[config.mk]
export PLATFORM = sky130hd
export DESIGN_NAME = vau_div
export DESIGN_NICKNAME = d
export VERILOG_FILES = /design/src/rtl/vau_pkg.sv /design/src/rtl/vau_div.sv
export SDC_FILE = /design/constraint.sdc
export NUM_CORES = 1
export LEC_CHECK = 0
export BUFFER_PORTS_ARGS = -buffer_cell sky130_fd_sc_hd__buf_2
export CAP_MARGIN = 20
export CORE_ASPECT_RATIO = 1.5
export CORE_MARGIN = 5
export CORE_UTILIZATION = 50
export CTS_CLUSTER_DIAMETER = 100
export CTS_CLUSTER_SIZE = 24
export DETAILED_ROUTE_END_ITERATION = 8
export HOLD_SLACK_MARGIN = 0.06
export PLACE_DENSITY = 0.77
export SYNTH_ARGS = -nofsm -noshare
export SYNTH_HDL_FRONTEND = slang
export SYNTH_SLANG_ARGS = --single-unit
[constraint.sdc]
create_clock -name clk -period 19.8 [get_ports clk]
set_input_delay 3.96 -clock clk [delete_from_list [all_inputs] [get_ports clk]]
set_output_delay 3.96 -clock clk [all_outputs]
set_load 0.01 [all_outputs]
[src/rtl/vau_pkg.sv]
// ----------------------------------------------------------------------------
// vau_pkg
// Opcodes, widths and shared types of the vector arithmetic unit.
// ----------------------------------------------------------------------------
package vau_pkg;

  localparam int DATA_W = 32;
  localparam int OP_W   = 4;
  localparam int ACC_W  = 64;

  localparam logic [OP_W-1:0] OP_ADD   = 4'd0;
  localparam logic [OP_W-1:0] OP_SUB   = 4'd1;
  localparam logic [OP_W-1:0] OP_MUL   = 4'd2;
  localparam logic [OP_W-1:0] OP_DIV   = 4'd3;
  localparam logic [OP_W-1:0] OP_SCALE = 4'd4;
  localparam logic [OP_W-1:0] OP_DIVS  = 4'd5;
  localparam logic [OP_W-1:0] OP_NEG   = 4'd6;
  localparam logic [OP_W-1:0] OP_DOT   = 4'd7;
  localparam logic [OP_W-1:0] OP_NORM  = 4'd8;
  localparam logic [OP_W-1:0] OP_NRMZ  = 4'd9;
  localparam logic [OP_W-1:0] OP_CROSS = 4'd10;
  localparam logic [OP_W-1:0] OP_EQUAL = 4'd11;
  localparam logic [OP_W-1:0] OP_ORTHO = 4'd12;

  localparam int CROSS_DIM = 3;

  localparam logic signed [DATA_W-1:0] SMAX = 32'sh7fffffff;
  localparam logic signed [DATA_W-1:0] SMIN = 32'sh80000000;

  typedef struct packed {
    logic [OP_W-1:0]          opcode;
    logic signed [DATA_W-1:0] u_elem;
    logic signed [DATA_W-1:0] v_elem;
    logic signed [DATA_W-1:0] scalar;
    logic                     last_in;
  } in_word_t;

  typedef struct packed {
    logic signed [DATA_W-1:0] value;
    logic                     flag;
    logic                     overflow;
    logic                     last_out;
  } out_word_t;

  // saturate a 66-bit signed value to 32 bits
  function automatic logic [DATA_W:0] sat32(input logic signed [65:0] x);
    logic [DATA_W:0] r;
    if (x > 66'sd2147483647) r = {1'b1, SMAX};
    else if (x < -66'sd2147483648) r = {1'b1, SMIN};
    else r = {1'b0, x[DATA_W-1:0]};
    return r;
  endfunction

endpackage

[src/rtl/vau_div.sv]
// ----------------------------------------------------------------------------
// vau_div
// Iterative restoring divider and square root, one bit per cycle.
// div: q = trunc((a << FRAC_BITS) / b), saturated; sqrt: floor(sqrt(x)).
// ----------------------------------------------------------------------------
module vau_div import vau_pkg::*; #(
  parameter int FRAC_BITS = 16
) (
  input  logic                     clk,
  input  logic                     rst_n,
  input  logic                     start,
  input  logic                     is_sqrt,
  input  logic signed [DATA_W-1:0] a,
  input  logic signed [DATA_W-1:0] b,
  input  logic [ACC_W-1:0]         x,
  output logic                     done,
  output logic signed [DATA_W-1:0] res,
  output logic                     ovf
);
  localparam int NUM_W = DATA_W + FRAC_BITS;
  localparam int QB = NUM_W;   // quotient bits for division
  localparam int SB = ACC_W/2; // result bits for sqrt

  logic                 busy_r, busy_nxt;
  logic                 sq_r;
  logic [6:0]           cnt_r;
  logic [ACC_W-1:0]     num_r;    // dividend bits, or radicand
  logic [ACC_W+1:0]     rem_r;
  logic [ACC_W-1:0]     q_r;
  logic [DATA_W-1:0]    den_r;
  logic                 neg_r;
  logic                 done_r;

  logic [ACC_W+1:0] trial;
  logic [ACC_W+1:0] shifted;
  logic [NUM_W-1:0] mag_a;

  assign mag_a = NUM_W'(a[DATA_W-1] ? -{{FRAC_BITS{a[DATA_W-1]}}, a}
                                    : {{FRAC_BITS{1'b0}}, a})
                 << FRAC_BITS;

  always_comb begin
    if (sq_r) begin
      shifted = {rem_r[ACC_W-1:0], num_r[ACC_W-1:ACC_W-2]};
      trial   = {q_r[ACC_W-1:0], 2'b01};
    end else begin
      shifted = {rem_r[ACC_W:0], num_r[ACC_W-1]};
      trial   = (ACC_W+2)'(den_r);
    end
  end

  assign busy_nxt = busy_r;

  always_ff @(posedge clk) begin
    if (!rst_n) begin
      busy_r <= 1'b0;
      done_r <= 1'b0;
    end else begin
      done_r <= 1'b0;
      if (start) begin
        busy_r <= 1'b1;
        sq_r   <= is_sqrt;
        rem_r  <= '0;
        q_r    <= '0;
        if (is_sqrt) begin
          num_r <= x;
          cnt_r <= 7'(SB);
          neg_r <= 1'b0;
        end else begin
          num_r <= {mag_a, {(ACC_W-NUM_W){1'b0}}};
          cnt_r <= 7'(QB);
          den_r <= b[DATA_W-1] ? -b : b;
          neg_r <= a[DATA_W-1] ^ b[DATA_W-1];
        end
      end else if (busy_nxt) begin
        num_r <= sq_r ? {num_r[ACC_W-3:0], 2'b00} : {num_r[ACC_W-2:0], 1'b0};
        if (shifted >= trial) begin
          rem_r <= shifted - trial;
          q_r   <= {q_r[ACC_W-2:0], 1'b1};
        end else begin
          rem_r <= shifted;
          q_r   <= {q_r[ACC_W-2:0], 1'b0};
        end
        cnt_r <= cnt_r - 7'd1;
        if (cnt_r == 7'd1) begin
          busy_r <= 1'b0;
          done_r <= 1'b1;
        end
      end
    end
  end

  logic signed [65:0] sq;
  logic [DATA_W:0]    sat;
  assign sq  = neg_r ? -$signed({2'b00, q_r}) : $signed({2'b00, q_r});
  assign sat = sat32(sq);

  always_comb begin
    done = done_r;
    if (sq_r) begin
      ovf = q_r > ACC_W'(SMAX);
      res = ovf ? SMAX : q_r[DATA_W-1:0];
    end else begin
      ovf = sat[DATA_W];
      res = sat[DATA_W-1:0];
    end
  end
endmodule

==> flow_summary.json <==
{
  "min_path_type": "reg2reg",
  "maxSlewHeadroom_pct": 25.4,
  "critical-path-top-delay-family": "simple AND/OR/NAND/NOR gates",
  "gp_congestion": 0.992,
  "busiest_layer": "met2",
  "crit_path_max_fanout": 34,
  "max_freq_mhz": 100,
  "fillers": 3515,
  "num_antenna_cells": 0,
  "cts_htree_levels": 1,
  "finalSetupViolCount": 0,
  "start_util_pct": 50.5,
  "die_area_um2": 42000,
  "fin_skew_ns": 0.0196,
  "cts_tree": "done",
  "syn_inst": 2138,
  "p_per_area_nw_per_um2": 79.2,
  "via_per_inst": 6.27,
  "cts_resized": 0,
  "hold_buffers": 0,
  "slew_violations": 0,
  "cp_common_cell": "nor4_1",
  "synthSimpleGateAreaFrac_pct": 19.7,
  "synth_nets": 2342,
  "synth-seq-cells": 236,
  "postCtsSetupBuffers": 0,
  "startpoint_type": "register",
  "crit_path_cell_trace": "inv_1 -> ha_1 -> or3b_2 -> nor2_1 -> nand4_1 -> nor4_1 -> a211o_1 -> nand2_1 -> or4b_2 -> nor4_1 -> a31oi_4 -> nor3_1 -> a311o_1 -> buf_2",
  "antenna_found_initial": 0,
  "die_x_um": 169,
  "wl_per_cell_um": 22.0,
  "drive_gt1_share_pct": 13.4,
  "vdd_drop_max_mv": 0.0564,
  "vias": 16800,
  "overflow": 0,
  "grt_max_degree": 122,
  "fin_crit_sh_pct": 50.4,
  "core.rowCount": 87,
  "tightest_slew_ns": 1.11,
  "die_h_um": 249,
  "core-area_um2": 37600,
  "io_buffers": 165,
  "grt_pass1_wl_um": 91000,
  "ios": 166,
  "slowest_delay_ns": 0.67,
  "synthMuxAreaShare_pct": 9.14,
  "seq_area_frac_synth_pct": 37.3,
  "synth_cell_types": 78,
  "cp.required_ns": 15.84,
  "place_ws_ns": 10.48,
  "ys.flop_type": "edfxtp_1",
  "period_needed_ns": 9.98,
  "cap_violations": 0,
  "crit_path_end_kind": "output port",
  "ant_nets": 0,
  "synth_top_family_by_area": "simple AND/OR/NAND/NOR gates",
  "fin_setup_tns_ns": 0,
  "critical_path_buf_inv_count": 2,
  "clock-sinks": 236,
  "grtUsageMet1_pct": 29.1,
  "critPathSlowestCell": "or4b_2",
  "synth_compound_gate_area_share_pct": 18.7,
  "r2r_setup_slack_ns": 12.40,
  "p_leak_uw": 0.00773,
  "clk_pin_slew_worst_paths_ns": 0.10,
  "rsz0062_at_grt": "no",
  "clk_path_buf_depth": 3,
  "grtUsageTotal_pct": 27.0,
  "groute.layer.met2.usage_pct": 49.5,
  "drc_errors": 0,
  "synth-async-reset-ratio_pct": 0,
  "yosys.area_share.adder_pct": 4.79,
  "syn-cell-area_um2": 19000,
  "syn_avg_cell_area_um2": 8.87,
  "root_buffer": "clkbuf_16",
  "nNetsFinal": 2394,
  "area_growth_pct": 7.55,
  "numCtsBuffers": 13,
  "hold_violations": 0,
  "synth_edf_count": 234,
  "crit_type": "reg2out",
  "drt-total-wl_um": 59000,
  "yosys_warnings": 0,
  "worstPathArrival_ns": 6.02,
  "grt_pass1_vias": 16700,
  "dp_hpwl_um": 44100,
  "met3_usage_pct": 3.26,
  "drt_pre_antenna_iters": 5,
  "setup_slack_ns": 9.82,
  "worstSkewPairLatency_ns": 0.51,
  "drtIter0Drc": 1291,
  "synth_xor_area_share_pct": 6.83,
  "status": "completed"
}
cells in the final DEF (no fill, tap or decap), drive strengths merged, types with 18 or more instances in the layout:
cell type  instances
a211oi            22
buf              177
or3               44
inv               37
mux2              66
o22a              18
nor2             122
nor4              23
nand4             24
xor2              69
xnor2             79
ha                71
nor2b             64
mux2i             99
or4               28
o41ai             18
a21oi            157
a21o              40
edfxtp           234
a31oi             24
nand2            327
o31ai             40
nor3              43
nand2b            21
nand3             27
o21ai            171
where the power goes:
part           leakage, µW  internal (µW)  switching [µW]
registers          0.00228            613            39.4
logic              0.00527            261             401
clock network     0.000178            135             167
logic make-up (layout without fill, tap and decap cells):
kind of cell,Yosys count,count (layout)
XOR/XNOR,148,148
buffers and inverters,178,232
flip-flops,236,236
multiplexers,165,165
AO/OA/AOI/OAI,566,566
adder cells (fa/ha/maj),72,72
AND/OR/NAND/NOR,773,773
metal layers:
| layer | up-vias | share of wire, % |
|---|---|---|
| met5 | - | 0 |
| met4 | 0 | 7.3 |
| met3 | 187 | 5.2 |
| met2 | 636 | 52 |
| met1 | 8034 | 36 |
| li1 | 7962 | - |
sequential cells by signal, indices dropped and copies added, names as in the netlist:
signal	flops
sq_r	1
done	1
neg_r	1
den_r	32
busy_nxt	1
q_r	64
rem_r	65
num_r	64
cnt_r	7
metrics by stage:
stage	hold WS (ns)	instance area [µm²]	util, %	total power (µW)	instances
5_1_grt	0.492	20400	54.3	1710	2681
3_5_place_dp	0.447	20000	53.4	1320	2664
3_3_place_gp	0.440	20000	53.4	1300	2664
2_1_floorplan	0.415	19000	-	1140	2138
6_report	0.463	20400	54.3	1620	2681
4_1_cts	0.465	20400	54.3	1610	2681
worst paths after layout:
| path | start | to | depth (start not counted) |
|---|---|---|---|
| worst min-delay path | busy_nxt$_SDFF_PN0_ | done$_SDFF_PP0_ | 2 |
| worst min register to register | busy_nxt$_SDFF_PN0_ | done$_SDFF_PP0_ | 2 |
| worst max register to register | sq_r$_DFFE_PP_ | rem_r[63]$_SDFFCE_PP0P_ | 16 |
| worst max-delay path | q_r[0]$_SDFFCE_PP0P_ | res[22] | 14 |
cells in the mapped netlist (6+ instances only):
library cell | n | area (µm²)
o21ai_0 | 171 | 856
o21a_1 | 15 | 113
xnor2_1 | 79 | 692
nor3_1 | 43 | 215
a21o_1 | 40 | 300
and3_1 | 10 | 62.6
o21bai_1 | 9 | 67.6
mux2_2 | 66 | 743
inv_1 | 37 | 139
buf_1 | 21 | 78.8
ha_1 | 71 | 888
o31ai_1 | 38 | 285
or4_1 | 25 | 188
o41ai_1 | 17 | 149
nor2_1 | 121 | 454
a211oi_1 | 22 | 165
edfxtp_1 | 234 | 7030
nand2_1 | 327 | 1230
nand2b_1 | 21 | 131
xor2_1 | 69 | 604
a31oi_1 | 24 | 150
clkbuf_1 | 115 | 432
nor4_1 | 23 | 144
nor2b_1 | 64 | 400
or3_1 | 43 | 269
a21oi_1 | 157 | 786
mux2i_1 | 99 | 991
nand4_1 | 23 | 144
o22a_1 | 18 | 158
and2_1 | 9 | 56.3
a211o_1 | 6 | 52.6
nand3_1 | 27 | 135
or2_2 | 11 | 68.8
final cells by class:
class / instances / area [µm²] / share of cell area, %
clock buffers: 16 / 337 / 1.65
clock inverters: 1 / 30.0 / 0.147
inverters: 38 / 143 / 0.699
multi-input cells: 1724 / 11300 / 55.3
flip-flops and latches: 236 / 7070 / 34.6
well taps: 489 / 612 / 3.00
repair buffers: 177 / 935 / 4.58
worst register-to-register path, stage by stage, from the launching register on:
cell,delay [ns]
edfxtp_1,0.88
buf_12,0.57
buf_4,1.05
mux2i_1,0.49
ha_1,0.37
o21ai_0,0.17
a21oi_1,0.09
or4_1,0.54
a21oi_1,0.24
nor3_1,0.14
o31ai_1,0.50
a211oi_1,0.36
o21ai_4,0.69
buf_4,0.54
or3_1,0.18
mux2i_1,0.06
a311o_1,0.32
Note: power is estimated with default switching activity, not from simulation.
