### src/rtl/vau_pkg.sv
// ----------------------------------------------------------------------------
// vau_pkg
// Opcodes, widths and shared types of the vector arithmetic unit.
// ----------------------------------------------------------------------------
package vau_pkg;

  localparam int DATA_W = 32;
  localparam int OP_W   = 4;
  localparam int ACC_W  = 64;

  localparam logic [OP_W-1:0] OP_ADD   = 4'd0;
  localparam logic [OP_W-1:0] OP_SUB   = 4'd1;
  localparam logic [OP_W-1:0] OP_MUL   = 4'd2;
  localparam logic [OP_W-1:0] OP_DIV   = 4'd3;
  localparam logic [OP_W-1:0] OP_SCALE = 4'd4;
  localparam logic [OP_W-1:0] OP_DIVS  = 4'd5;
  localparam logic [OP_W-1:0] OP_NEG   = 4'd6;
  localparam logic [OP_W-1:0] OP_DOT   = 4'd7;
  localparam logic [OP_W-1:0] OP_NORM  = 4'd8;
  localparam logic [OP_W-1:0] OP_NRMZ  = 4'd9;
  localparam logic [OP_W-1:0] OP_CROSS = 4'd10;
  localparam logic [OP_W-1:0] OP_EQUAL = 4'd11;
  localparam logic [OP_W-1:0] OP_ORTHO = 4'd12;

  localparam int CROSS_DIM = 3;

  localparam logic signed [DATA_W-1:0] SMAX = 32'sh7fffffff;
  localparam logic signed [DATA_W-1:0] SMIN = 32'sh80000000;

  typedef struct packed {
    logic [OP_W-1:0]          opcode;
    logic signed [DATA_W-1:0] u_elem;
    logic signed [DATA_W-1:0] v_elem;
    logic signed [DATA_W-1:0] scalar;
    logic                     last_in;
  } in_word_t;

  typedef struct packed {
    logic signed [DATA_W-1:0] value;
    logic                     flag;
    logic                     overflow;
    logic                     last_out;
  } out_word_t;

  // saturate a 66-bit signed value to 32 bits
  function automatic logic [DATA_W:0] sat32(input logic signed [65:0] x);
    logic [DATA_W:0] r;
    if (x > 66'sd2147483647) r = {1'b1, SMAX};
    else if (x < -66'sd2147483648) r = {1'b1, SMIN};
    else r = {1'b0, x[DATA_W-1:0]};
    return r;
  endfunction

endpackage

### src/rtl/vau_mem.sv
// ----------------------------------------------------------------------------
// vau_mem
// Element buffer: u and v in one synchronous memory, one read a cycle.
// ----------------------------------------------------------------------------
module vau_mem import vau_pkg::*; #(
  parameter int MAX_DIM = 16,
  parameter int AW = 4
) (
  input  logic                clk,
  input  logic                we,
  input  logic [AW-1:0]       waddr,
  input  logic [2*DATA_W-1:0] wdata,
  input  logic [AW-1:0]       raddr,
  output logic [2*DATA_W-1:0] rdata
);
  logic [2*DATA_W-1:0] mem [MAX_DIM];

  always_ff @(posedge clk) begin
    if (we) mem[waddr] <= wdata;
    rdata <= mem[raddr];
  end
endmodule

### config.mk
export PLATFORM = sky130hd
export DESIGN_NAME = vau_mem
export DESIGN_NICKNAME = d
export VERILOG_FILES = /design/src/rtl/vau_pkg.sv /design/src/rtl/vau_mem.sv
export SDC_FILE = /design/constraint.sdc
export NUM_CORES = 1
export LEC_CHECK = 0
export BUFFER_PORTS_ARGS = -buffer_cell sky130_fd_sc_hd__buf_2
export CAP_MARGIN = 40
export CORE_ASPECT_RATIO = 1.4
export CORE_UTILIZATION = 25
export CTS_CLUSTER_SIZE = 40
export DETAILED_ROUTE_END_ITERATION = 10
export PLACE_DENSITY = 0.4
export RECOVER_POWER = 25
export REMOVE_ABC_BUFFERS = 1
export SLEW_MARGIN = 40
export SYNTH_ARGS = -nofsm -noshare
export SYNTH_HDL_FRONTEND = slang
export SYNTH_SLANG_ARGS = --single-unit
### constraint.sdc
create_clock -name clk -period 4.9 [get_ports clk]
set_input_delay 0 -clock clk [delete_from_list [all_inputs] [get_ports clk]]
set_output_delay 0 -clock clk [all_outputs]
set_load 0.02 [all_outputs]
==> results_dict.tcl, run 1 <==
set metrics [dict create \
    grt_pass1_wl_um 146800 \
    dieArea_mm2 0.1599 \
    hold_buffers 77 \
    die-height_um 472.8 \
    vias 18000 \
    finalInstanceArea_mm2 0.04778 \
    r2r_setup_slack_ns 3.13 \
    p_per_area_mw_per_mm2 422.3 \
    drv_cap 0 \
    fin_util_pct 30.41 \
    syn_inst 1647 \
    crit_fanout 55 \
    place_area_mm2 0.04332 \
    numPortBuffers 137 \
    final_cell_mix "edfxtp_1 (1,024), mux4_2 (256), a22oi_1 (128)" \
    drt_iter0_drc 1186 \
    fmax_mhz 383.8 \
    cts_sinks 1088 \
    ir_drop_mv 0.2863 \
    track_usage_pct 12.67 \
    min_path_type "in -> reg" \
    drive_gt1_share_pct 29.32 \
    floorplan.core_area_mm2 0.1571 \
    first_global_vias 19890 \
    worst_slew_pin_slew_ns 0.8320 \
    grt-ovfl-total 0 \
    start_util_pct 25.20 \
    rows 172 \
    fin_nets 2016 \
    yosys_warnings 0 \
    startpoint "raddr[0]" \
    p_leak_nw 14.97 \
    layout_commonest_cell "edfxtp_1" \
    fin_crit_ns 2.606 \
    detail-route-antenna-nets 0 \
    post-cts-setup-buffers 0 \
    rr_worst_depth 4 \
    outcome "finished clean" \
    end_kind "flop" \
    drv_slew 0 \
    fin_skew_ns 0.02427 \
    boundaryPins 138 \
    layout_setup_ws_ns 2.294 \
    syn_area_per_cell_um2 24.03 \
    crit_required_ns 5.49 \
    synth_cell_types 18 \
    hold_violations 0 \
    setup_violations 0 \
    synth_area_mm2 0.03958 \
    htreeDepth 3 \
    globalplace.congestion 0.6825 \
    critPathLaunchType "input pin" \
    rsz0062_at_grt "no" \
    totalWireLength_um 100900 \
    slew_headroom_pct 44.54 \
    insertion_delay_ns 0.73 \
    fp.dieW_um 338.3 \
    clockBufferDepth 3 \
    dr.pass1.iters 5 \
    dp_hpwl_um 54520 \
    arrival_ns 3.20 \
    cts-root-buf "clkbuf_16" \
    cts_made_buffers 109 \
    setup.worst_path.class "in -> reg" \
    grt_max_degree 81 \
    rr_endpoint "rdata[23]" \
    clk_pin_slew_ns 0.06 \
    synth.yosys.seq_area_share_pct 80.92 \
    place_ws_ns 2.370 \
    cts.repair.resized 0 \
    drt_drc_violations_left 0 \
    via_per_inst 4.361 \
    antenna_found_initial 9 \
    post-route-period-util_pct 53.18 \
    syn_to_final_growth_pct 20.70 \
    ys_ff_latch 1088 \
    cts_tree "yes" \
    routedWlPerCell_um 24.45 \
    r2r_start "mem[15][23]" \
    crit_end "rdata[23]" \
]
==> critical path, cell delays in order <==
cell and delay (ns):
dlygate4sd3_1 0.57, buf_8 0.31, buf_16 0.34, buf_12 0.42
mux4_2 0.62, a22oi_1 0.16, nand2_1 0.07, dlygate4sd3_1 0.55
==> kinds of logic after synthesis <==
| logic type | share of synthesized area, % |
|---|---|
| simple gates | 0.9420 |
| buf+inv | 1.141 |
| mux | 14.57 |
| flops | 80.92 |
| compound gates | 2.428 |
==> sequential cells by signal, summed over array words and instances (netlist names) <==
signal	count
mem	1024
rdata	64
==> report_power, final <==
group          internal, mW  leakage, nW  switching, mW  total, mW
Clock                  4.96         1.82           3.67       8.63
Combinational         0.413         3.36          0.643       1.06
Sequential             10.4         9.79         0.0841       10.5
==> stage by stage <==
stage	power (mW)	TNS (ns)	hold slack, ns	std cells
after floorplan	11.13	-72.76	0.09887	1563
after global placement	11.71	0	0.3803	3830
after detailed placement	11.74	0	0.3944	3842
after CTS	20.53	0	0.1315	4124
after global routing	20.88	0	0.2447	4125
final	20.17	0	0.2493	4127
==> cell usage after synthesis <==
cell	n	share of area, %
edfxtp_1	1024	78
mux4_2	256	15
a22oi_1	128	2.4
nand2_1	65	0.62
dfxtp_1	64	3.2
clkbuf_1	36	0.34
buf_1	16	0.15
buf_2	13	0.16
buf_6	13	0.37
nor2_1	13	0.12
buf_4	6	0.11
nor3_1	4	0.051
nand2b_1	2	0.032
nand3b_1	2	0.038
nor2b_1	2	0.032
and2_1	1	0.016
nand3_1	1	0.013
or3b_2	1	0.022
==> cell type report <==
class | instances | area (µm²)
multi-input combinational | 475 | 7234
fill | 15270 | 109300
antenna | 3 | 7.507
clock buffer | 136 | 2929
tap | 2088 | 2613
timing repair buffer | 268 | 2165
sequential | 1088 | 32030
clock inverter | 69 | 798.3
==> metal layers <==
metal | global-route usage [%] | part of all wire (%) | vias to the layer above
met4 | 3.633 | 2.1 | 8
met5 | 0 | 0.056 | -
met1 | 16.34 | 43 | 9860
met3 | 2.132 | 3.7 | 138
li1 | - | - | 7649
met2 | 21.82 | 51 | 344
==> how the worst min path moves through the flow <==
stage,start,to,slack (ns),cells after the start
after floorplan,wdata[0],mem[0][0],0.1,0
after global placement,wdata[27],mem[12][27],0.38,1
after detailed placement,wdata[25],mem[15][25],0.39,1
after CTS,wdata[44],mem[13][44],0.13,2
after global routing,wdata[47],mem[0][47],0.24,2
final,wdata[14],mem[9][14],0.25,2
(Power assumes the default switching activity.)
==> inputs of run 2 (changes only) <==
==> constraint.sdc (replaced) <==
create_clock -name clk -period 2.25 [get_ports clk]
set_input_delay 0 -clock clk [delete_from_list [all_inputs] [get_ports clk]]
set_output_delay 0 -clock clk [all_outputs]
set_load 0.02 [all_outputs]
==> run 2 against run 1 <==
Non-clock buffer count is 45 higher. Register-to-register slack worse by 2.3 ns. Sequential share of layout area is 0.59 points lower. Core utilization is 0.27 points higher. Global-route usage is 0.19 points higher. Via count is 1.3% higher. Critical path type unchanged. Largest cell class unchanged. Largest power group unchanged.
==> results_dict.tcl, run 2 (same netlist as run 1, synthesis figures left out) <==
set metrics [dict create \
    crit_buf_inv 4 \
    clockBufferDepth 3 \
    die-height_um 472.8 \
    htreeDepth 3 \
    track_usage_pct 12.86 \
    rsz0062_at_grt "no" \
    path_delay_family "buffers and inverters" \
    fin_crit_ns 2.054 \
    p_leak_nw 15.14 \
    cts-root-buf "clkbuf_16" \
    fill_cells 15180 \
    dr.pass1.iters 5 \
    critPathLaunchType "input pin" \
    grt_pass1_wl_um 148300 \
    insertion_delay_ns 0.70 \
    top_register "mem" \
    vias 18240 \
    final_cell_mix "edfxtp_1 (1,024), mux4_2 (256), a22oi_1 (128)" \
    dp_hpwl_um 57550 \
    antenna_found_initial 13 \
    syn_to_final_growth_pct 21.78 \
    drt_drc_violations_left 0 \
    arrival_ns 2.40 \
    worst_slew_pin_slew_ns 0.7521 \
    min_path_type "in -> reg" \
    hold_violations 0 \
    fmax_mhz 486.9 \
    drive_gt1_share_pct 30.28 \
    fin_nets 2059 \
    post-route-period-util_pct 91.28 \
    crit_fanout 35 \
    via_per_inst 4.379 \
    grt_max_degree 65 \
    dieArea_mm2 0.1599 \
    outcome "finished clean" \
    routedWlPerCell_um 24.66 \
    drv_cap 0 \
    globalplace.congestion 0.6811 \
    crit_chain "dlygate4sd3_1 > buf_2 > nand3b_1 > nor3_2 > dlygate4sd3_1 > buf_12" \
    drt_iter0_drc 1349 \
    fin_skew_ns 0.01839 \
    numPortBuffers 137 \
    slew_headroom_pct 49.86 \
    slowest_delay_ns 0.70 \
    tns_ns 0 \
    post-cts-setup-buffers 0 \
    cts_made_buffers 107 \
    setup.worst_path.class "in -> reg" \
    largest_reg_flops 1024 \
    cts.repair.resized 0 \
    cts_sinks 1088 \
    ir_drop_mv 0.6084 \
    cp_slowest_cell "dlygate4sd3_1" \
    layout_commonest_cell "edfxtp_1" \
    reg.largest.list "mem: 1024 flops, rdata: 64 flops" \
    crit_required_ns 2.60 \
    p_per_area_mw_per_mm2 884.4 \
    worst_path_most_repeated_cell "dlygate4sd3_1" \
    finalPower_mw 42.63 \
    start_util_pct 25.20 \
    clk_pin_slew_ns 0.06 \
    whs_ns 0.05618 \
    end_kind "flop" \
    fp.dieW_um 338.3 \
    final_cells 4164 \
    detail-route-antenna-nets 0 \
    floorplan.core_area_mm2 0.1571 \
    setup_violations 0 \
    boundaryPins 138 \
    drv_slew 0 \
    totalWireLength_um 102700 \
    grt-ovfl-total 0 \
    first_global_vias 20070 \
    cts_tree "yes" \
    place_inst 3892 \
    rows 172 \
]
[run 2: cell types whose count changed in the layout (fill, tap and decap cells not counted), sizes merged]
cell and change:
buf +51, clkbuf +12, clkinv -12, bufinv -7
dlygate4sd3 -5, diode -1, inv -1
[run 2: final timing paths]
kind | start | to | slack [ns] | cells past startpoint
worst min register to register | mem[14][54] | rdata[54] | 0.66 | 3
worst max register to register | mem[3][62] | rdata[62] | 0.82 | 3
worst max-delay path | waddr[2] | mem[8][8] | 0.20 | 6
worst min-delay path | waddr[1] | mem[12][24] | 0.06 | 3
[run 2: metrics by stage]
step | setup slack [ns] | cell area (µm²) | utilization, %
after floorplan | -3.179 | 39130 | -
after global placement | 0.3478 | 44160 | 28.11
after detailed placement | 0.3379 | 44160 | 28.11
after CTS | 0.2846 | 48250 | 30.71
after global routing | 0.1849 | 48200 | 30.68
final | 0.1963 | 48200 | 30.68
[run 2: repair_timing]
action | 4_1_cts | 5_1_grt
hold buffers | 72 | 0
hold endpoints to repair | 1084 | 0
setup endpoints to repair | 0 | 0
[run 2: worst min-delay path, delay by kind of cell]
kind          cells  cell delay (ns)
buf+inv           2             0.41
simple gates      1             0.10
[run 2: where the power goes]
| part | switching (mW) | total (mW) | internal (mW) | leakage (nW) |
|---|---|---|---|---|
| Clock | 7.60 | 17.4 | 9.82 | 1.64 |
| Sequential | 0.181 | 22.8 | 22.7 | 9.79 |
| Combinational | 1.40 | 2.37 | 0.970 | 3.71 |
| Total | 9.18 | 42.6 | 33.4 | 15.1 |
[run 2: area by class of cell]
cell class	instances	area [µm²]	share of cell area (%)
clock inverters	49	412.9	0.8566
multi-input cells	475	7234	15.01
well taps	2088	2613	5.420
diodes	2	5.005	0.01038
flip-flops and latches	1088	32030	66.45
clock buffers	149	2948	6.116
repair buffers	313	2958	6.136
[run 2: per-layer routing]
layer | wire, µm | GRT usage [%]
met2 | 51510 | 21.84
met4 | 2269 | 4.032
met1 | 44700 | 16.78
met3 | 4117 | 2.063
met5 | 104 | 0
